**config.mk**
```make
export PLATFORM = sky130hd
export DESIGN_NAME = matrix_vector_multiply_6x6
export DESIGN_NICKNAME = d
export VERILOG_FILES = /design/src/design/mvm6_pkg.sv /design/src/design/matrix_vector_multiply_6x6.sv
export VERILOG_INCLUDE_DIRS = /design/src /design/src/design
export SDC_FILE = /design/constraint.sdc
export NUM_CORES = 2
export LEC_CHECK = 0
export ABC_AREA = 1
export BUFFER_PORTS_ARGS = -buffer_cell sky130_fd_sc_hd__buf_2
export CORE_AREA = 2 2 418 462
export CTS_CLUSTER_SIZE = 16
export DETAILED_ROUTE_END_ITERATION = 8
export DIE_AREA = 0 0 420 464
export HOLD_SLACK_MARGIN = 0.05
export MAX_ROUTING_LAYER = met4
export PLACE_DENSITY = 0.82
export REMOVE_ABC_BUFFERS = 1
export SYNTH_ARGS = -nofsm -noshare
export SYNTH_HDL_FRONTEND = slang
export SYNTH_SLANG_ARGS = --single-unit
```
**constraint.sdc**
```tcl
create_clock -name clk -period 44.4 [get_ports clk]
set_input_delay 2.22 -clock clk [delete_from_list [all_inputs] [get_ports clk]]
set_output_delay 2.22 -clock clk [all_outputs]
set_load 0.01 [all_outputs]
```
**src/design/matrix_vector_multiply_6x6_macros.svh**
```systemverilog
// Assertion macros for the 6x6 matrix-vector multiplier
`ifndef MATRIX_VECTOR_MULTIPLY_6X6_MACROS_SVH
`define MATRIX_VECTOR_MULTIPLY_6X6_MACROS_SVH

// same-cycle implication, checked out of reset
`define MVM_ASSERT_NOW(lbl, ante, cons, msg) \
  lbl: assert property (@(posedge clk) disable iff (!rst_n) (ante) |-> (cons)) \
    else $error(msg);

// next-cycle implication, checked out of reset
`define MVM_ASSERT_NEXT(lbl, ante, cons, msg) \
  lbl: assert property (@(posedge clk) disable iff (!rst_n) (ante) |=> (cons)) \
    else $error(msg);

`endif

```
**src/design/mvm6_pkg.sv**
```systemverilog
// Package: constants, microcode types and control store for the 6x6 multiplier
package mvm6_pkg;

  localparam int DIM     = 6;
  localparam int ENTRIES = DIM * DIM;
  localparam int IDX_W   = $clog2(DIM);
  localparam int ADDR_W  = $clog2(ENTRIES);
  localparam int DW      = 32;
  localparam int FRAC    = 16;
  localparam int PROD_W  = 2 * DW;
  localparam int ACC_W   = PROD_W + 2;

  // operation codes
  localparam logic [1:0] OP_WRITE = 2'd0;
  localparam logic [1:0] OP_IDENT = 2'd1;
  localparam logic [1:0] OP_MUL   = 2'd2;

  // microprogram steps
  typedef logic [2:0] step_t;
  localparam step_t STEP_IDLE   = 3'd0;
  localparam step_t STEP_DIAG   = 3'd1;
  localparam step_t STEP_MAC    = 3'd2;
  localparam step_t STEP_DRAIN0 = 3'd3;
  localparam step_t STEP_DRAIN1 = 3'd4;
  localparam step_t STEP_PUB    = 3'd5;

  // jump conditions: jump when true, otherwise hold the step
  typedef enum logic [2:0] {
    C_ALWAYS,
    C_DISPATCH,
    C_LAST_DIAG,
    C_LAST_MAC,
    C_OUT_FREE
  } cond_t;

  typedef struct packed {
    logic  accept;
    logic  diag;
    logic  mac;
    logic  publish;
    cond_t cond;
    step_t target;
  } ctl_t;

  function automatic ctl_t uc_rom(input step_t step);
    ctl_t w;
    w = '{accept: 1'b0, diag: 1'b0, mac: 1'b0, publish: 1'b0,
          cond: C_ALWAYS, target: STEP_IDLE};
    unique case (step)
      STEP_IDLE: begin
        w.accept = 1'b1;
        w.cond   = C_DISPATCH;
      end
      STEP_DIAG: begin
        w.diag   = 1'b1;
        w.cond   = C_LAST_DIAG;
        w.target = STEP_IDLE;
      end
      STEP_MAC: begin
        w.mac    = 1'b1;
        w.cond   = C_LAST_MAC;
        w.target = STEP_DRAIN0;
      end
      STEP_DRAIN0: begin
        w.target = STEP_DRAIN1;
      end
      STEP_DRAIN1: begin
        w.target = STEP_PUB;
      end
      STEP_PUB: begin
        w.publish = 1'b1;
        w.cond    = C_OUT_FREE;
        w.target  = STEP_IDLE;
      end
      default: begin
        w.target = STEP_IDLE;
      end
    endcase
    return w;
  endfunction

  // entry step for each operation code
  function automatic step_t op_dispatch(input logic [1:0] op);
    step_t s;
    unique case (op)
      OP_IDENT: s = STEP_DIAG;
      OP_MUL:   s = STEP_MAC;
      default:  s = STEP_IDLE;
    endcase
    return s;
  endfunction

  // row-major address: row*6 + col
  function automatic logic [ADDR_W-1:0] ent_addr(input logic [IDX_W-1:0] r,
                                                 input logic [IDX_W-1:0] c);
    return ADDR_W'(r) * ADDR_W'(DIM) + ADDR_W'(c);
  endfunction

endpackage

```
**src/design/matrix_vector_multiply_6x6.sv**
```systemverilog
// Top level: microcoded 6x6 Q16.16 matrix store and matrix-vector multiplier
//
//   channel | ports                                   | role
//   --------+-----------------------------------------+---------------------------
//   in      | in_valid/in_ready, operation,row,col,   | write, identity or multiply
//           | value, vec_0..vec_5                     |
//   out     | out_valid/out_ready, res_0..res_5,      | one beat per multiply
//           | saturated                               |
//
// Write: done as the beat is accepted. Identity: valid bits cleared at once, then one
// diagonal write a cycle through the single memory write port. Multiply: the one
// 32x32 multiplier does all 36 MACs through a 3-deep read/multiply/accumulate
// pipeline, then the DRAIN0, DRAIN1 and PUB steps. Synchronous active-low reset
// clears control and the per-entry valid bits (the matrix reads as zero). A stalled
// result sits in the output register while the next beat is taken; only a second
// multiply's publish step waits for it.
`include "matrix_vector_multiply_6x6_macros.svh"

module matrix_vector_multiply_6x6
  import mvm6_pkg::*;
(
  input  logic                 clk,
  input  logic                 rst_n,
  input  logic                 in_valid,
  output logic                 in_ready,
  input  logic [1:0]           in_operation,
  input  logic [2:0]           in_row,
  input  logic [2:0]           in_col,
  input  logic signed [DW-1:0] in_value,
  input  logic signed [DW-1:0] in_vec_0,
  input  logic signed [DW-1:0] in_vec_1,
  input  logic signed [DW-1:0] in_vec_2,
  input  logic signed [DW-1:0] in_vec_3,
  input  logic signed [DW-1:0] in_vec_4,
  input  logic signed [DW-1:0] in_vec_5,
  output logic                 out_valid,
  input  logic                 out_ready,
  output logic signed [DW-1:0] out_res_0,
  output logic signed [DW-1:0] out_res_1,
  output logic signed [DW-1:0] out_res_2,
  output logic signed [DW-1:0] out_res_3,
  output logic signed [DW-1:0] out_res_4,
  output logic signed [DW-1:0] out_res_5,
  output logic                 out_saturated
);

  // ---- sequencer ----
  step_t pc_r, pc_nxt;
  ctl_t  ctl;
  logic  in_acc;
  logic  cond_ok;

  logic [IDX_W-1:0] i_r, i_nxt;   // row counter (also diagonal index)
  logic [IDX_W-1:0] k_r, k_nxt;   // column counter

  logic                 out_valid_r;
  logic                 last_mac;
  logic                 last_diag;

  assign ctl       = uc_rom(pc_r);
  assign in_ready  = ctl.accept;
  assign in_acc    = in_valid && ctl.accept;
  assign last_diag = (i_r == IDX_W'(DIM - 1));
  assign last_mac  = last_diag && (k_r == IDX_W'(DIM - 1));

  always_comb begin
    cond_ok = 1'b0;
    unique case (ctl.cond)
      C_ALWAYS:    cond_ok = 1'b1;
      C_DISPATCH:  cond_ok = in_acc;
      C_LAST_DIAG: cond_ok = last_diag;
      C_LAST_MAC:  cond_ok = last_mac;
      C_OUT_FREE:  cond_ok = !out_valid_r || out_ready;
      default:     cond_ok = 1'b1;
    endcase

    pc_nxt = pc_r;
    if (cond_ok) begin
      pc_nxt = (ctl.cond == C_DISPATCH) ? op_dispatch(in_operation) : ctl.target;
    end

    i_nxt = i_r;
    k_nxt = k_r;
    if (in_acc) begin
      i_nxt = '0;
      k_nxt = '0;
    end else if (ctl.diag) begin
      i_nxt = i_r + 1'b1;
    end else if (ctl.mac) begin
      if (k_r == IDX_W'(DIM - 1)) begin
        k_nxt = '0;
        i_nxt = i_r + 1'b1;
      end else begin
        k_nxt = k_r + 1'b1;
      end
    end
  end

  always_ff @(posedge clk) begin
    if (!rst_n) begin
      pc_r <= STEP_IDLE;
    end else begin
      pc_r <= pc_nxt;
    end
  end

  always_ff @(posedge clk) begin
    i_r <= i_nxt;
    k_r <= k_nxt;
  end

  // ---- operand capture ----
  logic signed [DW-1:0] gain_r;
  logic signed [DW-1:0] vec_r [DIM];

  always_ff @(posedge clk) begin
    if (in_acc) begin
      gain_r   <= in_value;
      vec_r[0] <= in_vec_0;
      vec_r[1] <= in_vec_1;
      vec_r[2] <= in_vec_2;
      vec_r[3] <= in_vec_3;
      vec_r[4] <= in_vec_4;
      vec_r[5] <= in_vec_5;
    end
  end

  // ---- matrix memory, one write and one registered read a cycle ----
  logic [DW-1:0]     matrix_mem [ENTRIES];
  logic [ENTRIES-1:0] ent_v_r;      // entry written since reset/identity load
  logic              mem_we;
  logic              clr_all;
  logic [ADDR_W-1:0] wr_addr;
  logic [ADDR_W-1:0] rd_addr;
  logic [DW-1:0]     wr_data;
  logic [DW-1:0]     rd_q_r;
  logic              rd_v_r;

  assign clr_all = in_acc && (in_operation == OP_IDENT);
  assign mem_we  = ctl.diag ||
                   (in_acc && (in_operation == OP_WRITE) &&
                    (in_row < IDX_W'(DIM)) && (in_col < IDX_W'(DIM)));
  assign wr_addr = ctl.diag ? ent_addr(i_r, i_r) : ent_addr(in_row, in_col);
  assign wr_data = ctl.diag ? gain_r : in_value;
  assign rd_addr = ent_addr(i_r, k_r);

  always_ff @(posedge clk) begin
    if (mem_we) begin
      matrix_mem[wr_addr] <= wr_data;
    end
    rd_q_r <= matrix_mem[rd_addr];
    rd_v_r <= ent_v_r[rd_addr];
  end

  always_ff @(posedge clk) begin
    if (!rst_n) begin
      ent_v_r <= '0;
    end else if (clr_all) begin
      ent_v_r <= '0;
    end else if (mem_we) begin
      ent_v_r[wr_addr] <= 1'b1;
    end
  end

  // ---- MAC pipeline: read -> multiply -> accumulate/saturate ----
  logic             s1_v_r, s1_first_r, s1_last_r;
  logic [IDX_W-1:0] s1_i_r, s1_k_r;
  logic             s2_v_r, s2_first_r, s2_last_r;
  logic [IDX_W-1:0] s2_i_r;

  logic signed [DW-1:0]     mul_a;
  logic signed [PROD_W-1:0] prod_r;
  logic signed [ACC_W-1:0]  acc_r;
  logic signed [ACC_W-1:0]  sum;
  logic signed [ACC_W-1:0]  sum_sh;
  logic [ACC_W-DW:0]        sum_hi;
  logic                     fits;
  logic [DW-1:0]            sat_val;
  logic [DW-1:0]            res_r [DIM];
  logic                     sat_r;

  assign mul_a = rd_v_r ? $signed(rd_q_r) : '0;   // unwritten entries read as zero

  always_ff @(posedge clk) begin
    if (!rst_n) begin
      s1_v_r <= 1'b0;
      s2_v_r <= 1'b0;
    end else begin
      s1_v_r <= ctl.mac;
      s2_v_r <= s1_v_r;
    end
  end

  always_ff @(posedge clk) begin
    s1_i_r     <= i_r;
    s1_k_r     <= k_r;
    s1_first_r <= (k_r == '0);
    s1_last_r  <= (k_r == IDX_W'(DIM - 1));
    s2_i_r     <= s1_i_r;
    s2_first_r <= s1_first_r;
    s2_last_r  <= s1_last_r;
    prod_r     <= mul_a * vec_r[s1_k_r];
  end

  always_comb begin
    sum     = (s2_first_r ? '0 : acc_r) +
              $signed({{(ACC_W - PROD_W){prod_r[PROD_W-1]}}, prod_r});
    sum_sh  = sum >>> FRAC;
    sum_hi  = sum_sh[ACC_W-1:DW-1];
    fits    = (&sum_hi) || !(|sum_hi);
    sat_val = fits ? sum_sh[DW-1:0]
                   : {sum_sh[ACC_W-1], {(DW-1){!sum_sh[ACC_W-1]}}};
  end

  always_ff @(posedge clk) begin
    if (in_acc) begin
      sat_r <= 1'b0;
    end else if (s2_v_r && s2_last_r && !fits) begin
      sat_r <= 1'b1;
    end
    if (s2_v_r) begin
      acc_r <= sum;
      if (s2_last_r) begin
        res_r[s2_i_r] <= sat_val;
      end
    end
  end

  // ---- output register ----
  logic [DW-1:0] out_res_r [DIM];
  logic          out_sat_r;
  logic          pub_fire;

  assign pub_fire = ctl.publish && cond_ok;

  always_ff @(posedge clk) begin
    if (!rst_n) begin
      out_valid_r <= 1'b0;
    end else if (pub_fire) begin
      out_valid_r <= 1'b1;
    end else if (out_ready) begin
      out_valid_r <= 1'b0;
    end
  end

  always_ff @(posedge clk) begin
    if (pub_fire) begin
      out_res_r <= res_r;
      out_sat_r <= sat_r;
    end
  end

  assign out_valid     = out_valid_r;
  assign out_saturated = out_sat_r;
  assign out_res_0     = $signed(out_res_r[0]);
  assign out_res_1     = $signed(out_res_r[1]);
  assign out_res_2     = $signed(out_res_r[2]);
  assign out_res_3     = $signed(out_res_r[3]);
  assign out_res_4     = $signed(out_res_r[4]);
  assign out_res_5     = $signed(out_res_r[5]);

  // ---- assertions ----
  `MVM_ASSERT_NOW(a_idle_drained, in_ready, !s1_v_r && !s2_v_r, "beat taken with MACs in flight")
  `MVM_ASSERT_NOW(a_pub_drained, ctl.publish, !s1_v_r && !s2_v_r, "publish before pipeline drained")
  `MVM_ASSERT_NEXT(a_mul_start, in_acc && (in_operation == OP_MUL), (pc_r == STEP_MAC) && (i_r == '0) && (k_r == '0), "multiply did not start at entry zero")
  `MVM_ASSERT_NOW(a_no_wr_in_mac, ctl.mac, !mem_we, "matrix written during multiply")

endmodule

```
==> Implementation_results.wiki <==
{| class="wikitable"
! Metric !! Value
|-
| Pin count of the biggest net entering global routing || 202
|-
| Via count of the first global-routing pass || 83100
|-
| Depth of the worst register-to-register path || 33
|-
| Area of the die || 195000 µm²
|-
| Instance count of the mapped netlist || 10400
|-
| Number of buffers added to fix hold violations after cts || 0
|-
| Violation count after the first detailed-routing iteration || 9988
|-
| Antenna violations before repair || 22
|-
| Hold endpoint || s2_last_r
|-
| Period utilization || 23.5%
|-
| Number of different library cells in the post-synthesis netlist || 53
|-
| Share of async-settable or async-resettable flops after synthesis || 0%
|-
| Violations in the final reports || DRC
|-
| Aggregate routed wire length || 348 mm
|-
| Worst path arrival time || 11.19 ns
|-
| Largest fanout on the critical path || 58
|-
| Accumulated negative setup slack || 0 ns
|-
| Kind of critical path || reg2reg
|-
| Post-synthesis xor/xnor area fraction || 1.01%
|-
| Rel. slew slack || 10.6%
|-
| Final max-slew violation count || 0
|-
| Final number of setup-violating endpoints || 0
|-
| Routed wire length per instance || 25.9 µm
|-
| Result of the run || finished, violations left
|-
| CP max stage cell || sky130_fd_sc_hd__fa_1
|-
| GR Overflow Total || 0
|-
| Core ar. || 190000 µm²
|-
| Final weighted congestion of routability-driven global placement || 1.04
|-
| Worst hold path type || reg2reg
|-
| Startpoint of the tightest hold check path || s1_last_r
|-
| CP endpoint kind || register
|-
| Final nets || 12300
|-
| First-pass GRT wire length || 515 mm
|-
| Reported max-cap violation count || 0
|-
| Floorplan die height || 464 µm
|-
| Synth Area in Compound Gates || 7.06%
|-
| Minimum setup slack among reg-to-reg paths || 33.95 ns
|-
| CTS clock-pin slew for the worst setup and hold paths || 0.07 ns
|-
| Final period demand of the worst path || 10.45 ns
|-
| Routed vias/inst || 6.02
|-
| Post-synthesis instance area || 114000 µm²
|-
| Endpoint of the lowest-slack register-to-register path || prod_r[60]
|-
| Most common cell after layout, fill and taps aside || sky130_fd_sc_hd__edfxtp_1
|-
| Startpoint class of the critical path || register
|-
| CTS Root Buffer Type || sky130_fd_sc_hd__clkbuf_16
|-
| Number of levels the H-tree was split into || 4
|-
| Mux cell area share after synthesis || 0.00882%
|-
| Average cell area after synthesis || 11.0 µm²
|-
| Top flip-flop cell by instance count after synthesis || sky130_fd_sc_hd__edfxtp_1
|-
| Final hold violation count || 0
|-
| Top library cells by usage in the layout, fill and taps aside || 1827 x sky130_fd_sc_hd__edfxtp_1, 1573 x sky130_fd_sc_hd__nor2_1, 1524 x sky130_fd_sc_hd__nand2_1, 1501 x sky130_fd_sc_hd__inv_1, 1087 x sky130_fd_sc_hd__fa_1
|-
| Adder and majority gate portion of the synthesized area || 22.1%
|-
| Fill cell instance count of the final layout || 13900
|-
| DRC errors left || 7
|-
| Worst clock skew || 0.0555 ns
|-
| Number of warning messages in the yosys log || 0
|-
| Total vias in the final route || 80800
|-
| Measured slew at the worst slew-check pin || 1.34 ns
|-
| Clock insertion delay at the later pin of the skew report || 0.86 ns
|-
| Residual antenna-violating net count after detailed routing || 0
|-
| Setup repair after global routing missed its margin || false
|-
| GRT Resource Usage Total || 37.2%
|-
| Setup Buffers After CTS || 0
|-
| Area share of and/or/nand/nor cells after synthesis || 12.1%
|-
| Row count || 168
|-
| Worst path max stage delay || 0.89 ns
|-
| Boundary pin count || 431
|-
| Hold Path Stages || 0
|-
| Number of register bits inferred by synthesis || 1986
|-
| Count of flip-flops with a built-in enable after synthesis || 1827
|-
| Most common cell on crit path || sky130_fd_sc_hd__fa_1
|-
| Number of buffers inserted by port buffering || 430
|-
| Critical path data required time || 45.14 ns
|-
| Drt pass-1 iters || 9
|-
| Starting density of the core || 59.8%
|-
| Resized cells post-CTS || 0
|-
| Total number of clock tree sinks || 1986
|-
| Half-perimeter wire length after placement || 225 mm
|-
| Area growth from synthesis to final layout || 10.2%
|-
| Highest clock rate || 95.7 MHz
|-
| Inserted Clock Buffers || 184
|-
| Combinational family with the most area after synthesis || adder cells
|-
| Buffer depth of the longest clock path || 3
|-
| Share of post-route cells with drive strength above 1 || 9.37%
|-
| CTS tree || yes
|-
| Width of the chip || 420 µm
|-
| Sequential fraction of the synthesis area || 51.1%
|}
[cell usage after synthesis, types with 25 or more instances]
cell / instances / area share [%]
sky130_fd_sc_hd__a21oi_1: 227 / 1.0
sky130_fd_sc_hd__clkbuf_1: 418 / 1.4
sky130_fd_sc_hd__dfxtp_1: 159 / 2.8
sky130_fd_sc_hd__edfxtp_1: 1827 / 48
sky130_fd_sc_hd__fa_1: 1088 / 19
sky130_fd_sc_hd__ha_1: 261 / 2.9
sky130_fd_sc_hd__inv_1: 1505 / 5.0
sky130_fd_sc_hd__nand2_1: 1524 / 5.0
sky130_fd_sc_hd__nand3_1: 227 / 1.0
sky130_fd_sc_hd__nor2_1: 1617 / 5.3
sky130_fd_sc_hd__nor3_1: 25 / 0.11
sky130_fd_sc_hd__o211ai_1: 29 / 0.19
sky130_fd_sc_hd__o21ai_0: 748 / 3.3
sky130_fd_sc_hd__o221ai_1: 121 / 0.93
sky130_fd_sc_hd__o22ai_1: 199 / 1.1
sky130_fd_sc_hd__xnor2_1: 54 / 0.42
sky130_fd_sc_hd__xor2_1: 77 / 0.59
[per-stage QoR]
stage	hold slack (ns)	cell area [µm²]	std cells	setup slack, ns	util, %
floorplan	0.310	112000	9904	21.24	-
global placement	0.310	119000	13100	34.15	62.6
detailed placement	0.312	119000	13100	34.06	62.6
CTS	0.328	125000	13400	34.07	65.9
global route	0.333	125000	13400	33.38	65.9
finish	0.328	125000	13400	33.95	65.9
[logic make-up (layout without fill, tap and decap cells)]
kind of cell,after synthesis,count (layout)
AO/OA/AOI/OAI,1408,1408
XOR/XNOR,131,131
adder cells (fa/ha/maj),1349,1349
buffers and inverters,1993,2485
AND/OR/NAND/NOR,3487,3487
multiplexers,1,1
flip-flops,1986,1986
other,0,25
[worst max-delay path by stage]
stage	startpoint	to	slack [ns]	cells past startpoint
after floorplan	k_r[0]	pc_r[0]	21.24	9
after global placement	register	prod_r[60]	34.15	33
after detailed placement	register	prod_r[60]	34.06	33
after CTS	register	prod_r[60]	34.07	33
after global routing	register	prod_r[60]	33.38	33
final	register	prod_r[60]	33.95	33
[worst max-delay path, delay by kind of cell, from the launching register on]
kind                       cells  cell delay, ns
and+or+nand+nor                7            1.13
buffers and inverters         12            3.03
AOI/OAI and AO/OA              4            0.64
xor gates and xnor gates       1            0.14
adders and majority gates      9            4.79
DFF                            1            0.59
[metal layers]
metal	wire length [µm]	track usage, %
met1	117000	43.9
met2	163000	57.4
met3	39100	8.58
met4	28600	24.6
met5	0	-
[state kept, by name (all words and copies together), names as in the netlist, 3 cells and up, named ones only]
name        flops
matrix_mem   1152
res_r         192
vec_r         192
acc_r          66
prod_r         64
ent_v_r        36
gain_r         32
out_res_0      32
out_res_1      32
out_res_2      32
out_res_3      32
out_res_4      32
out_res_5      32
rd_q_r         32
i_r             3
k_r             3
pc_r            3
s1_i_r          3
s2_i_r          3
[cell type report]
cell class / instances / area, µm² / share of cell area [%]
Multi-Input combinational cell: 6376 / 48300 / 38.6
Inverter: 1542 / 5810 / 4.65
Timing Repair Buffer: 598 / 3450 / 2.76
Tap cell: 2550 / 3190 / 2.55
Sequential cell: 1986 / 58100 / 46.4
Clock inverter: 101 / 1060 / 0.844
Clock buffer: 244 / 5110 / 4.09
Antenna cell: 25 / 62.6 / 0.0500
Power is not shown: default switching activity piles up to over one toggle a cycle in this logic, so the estimate is an artifact.
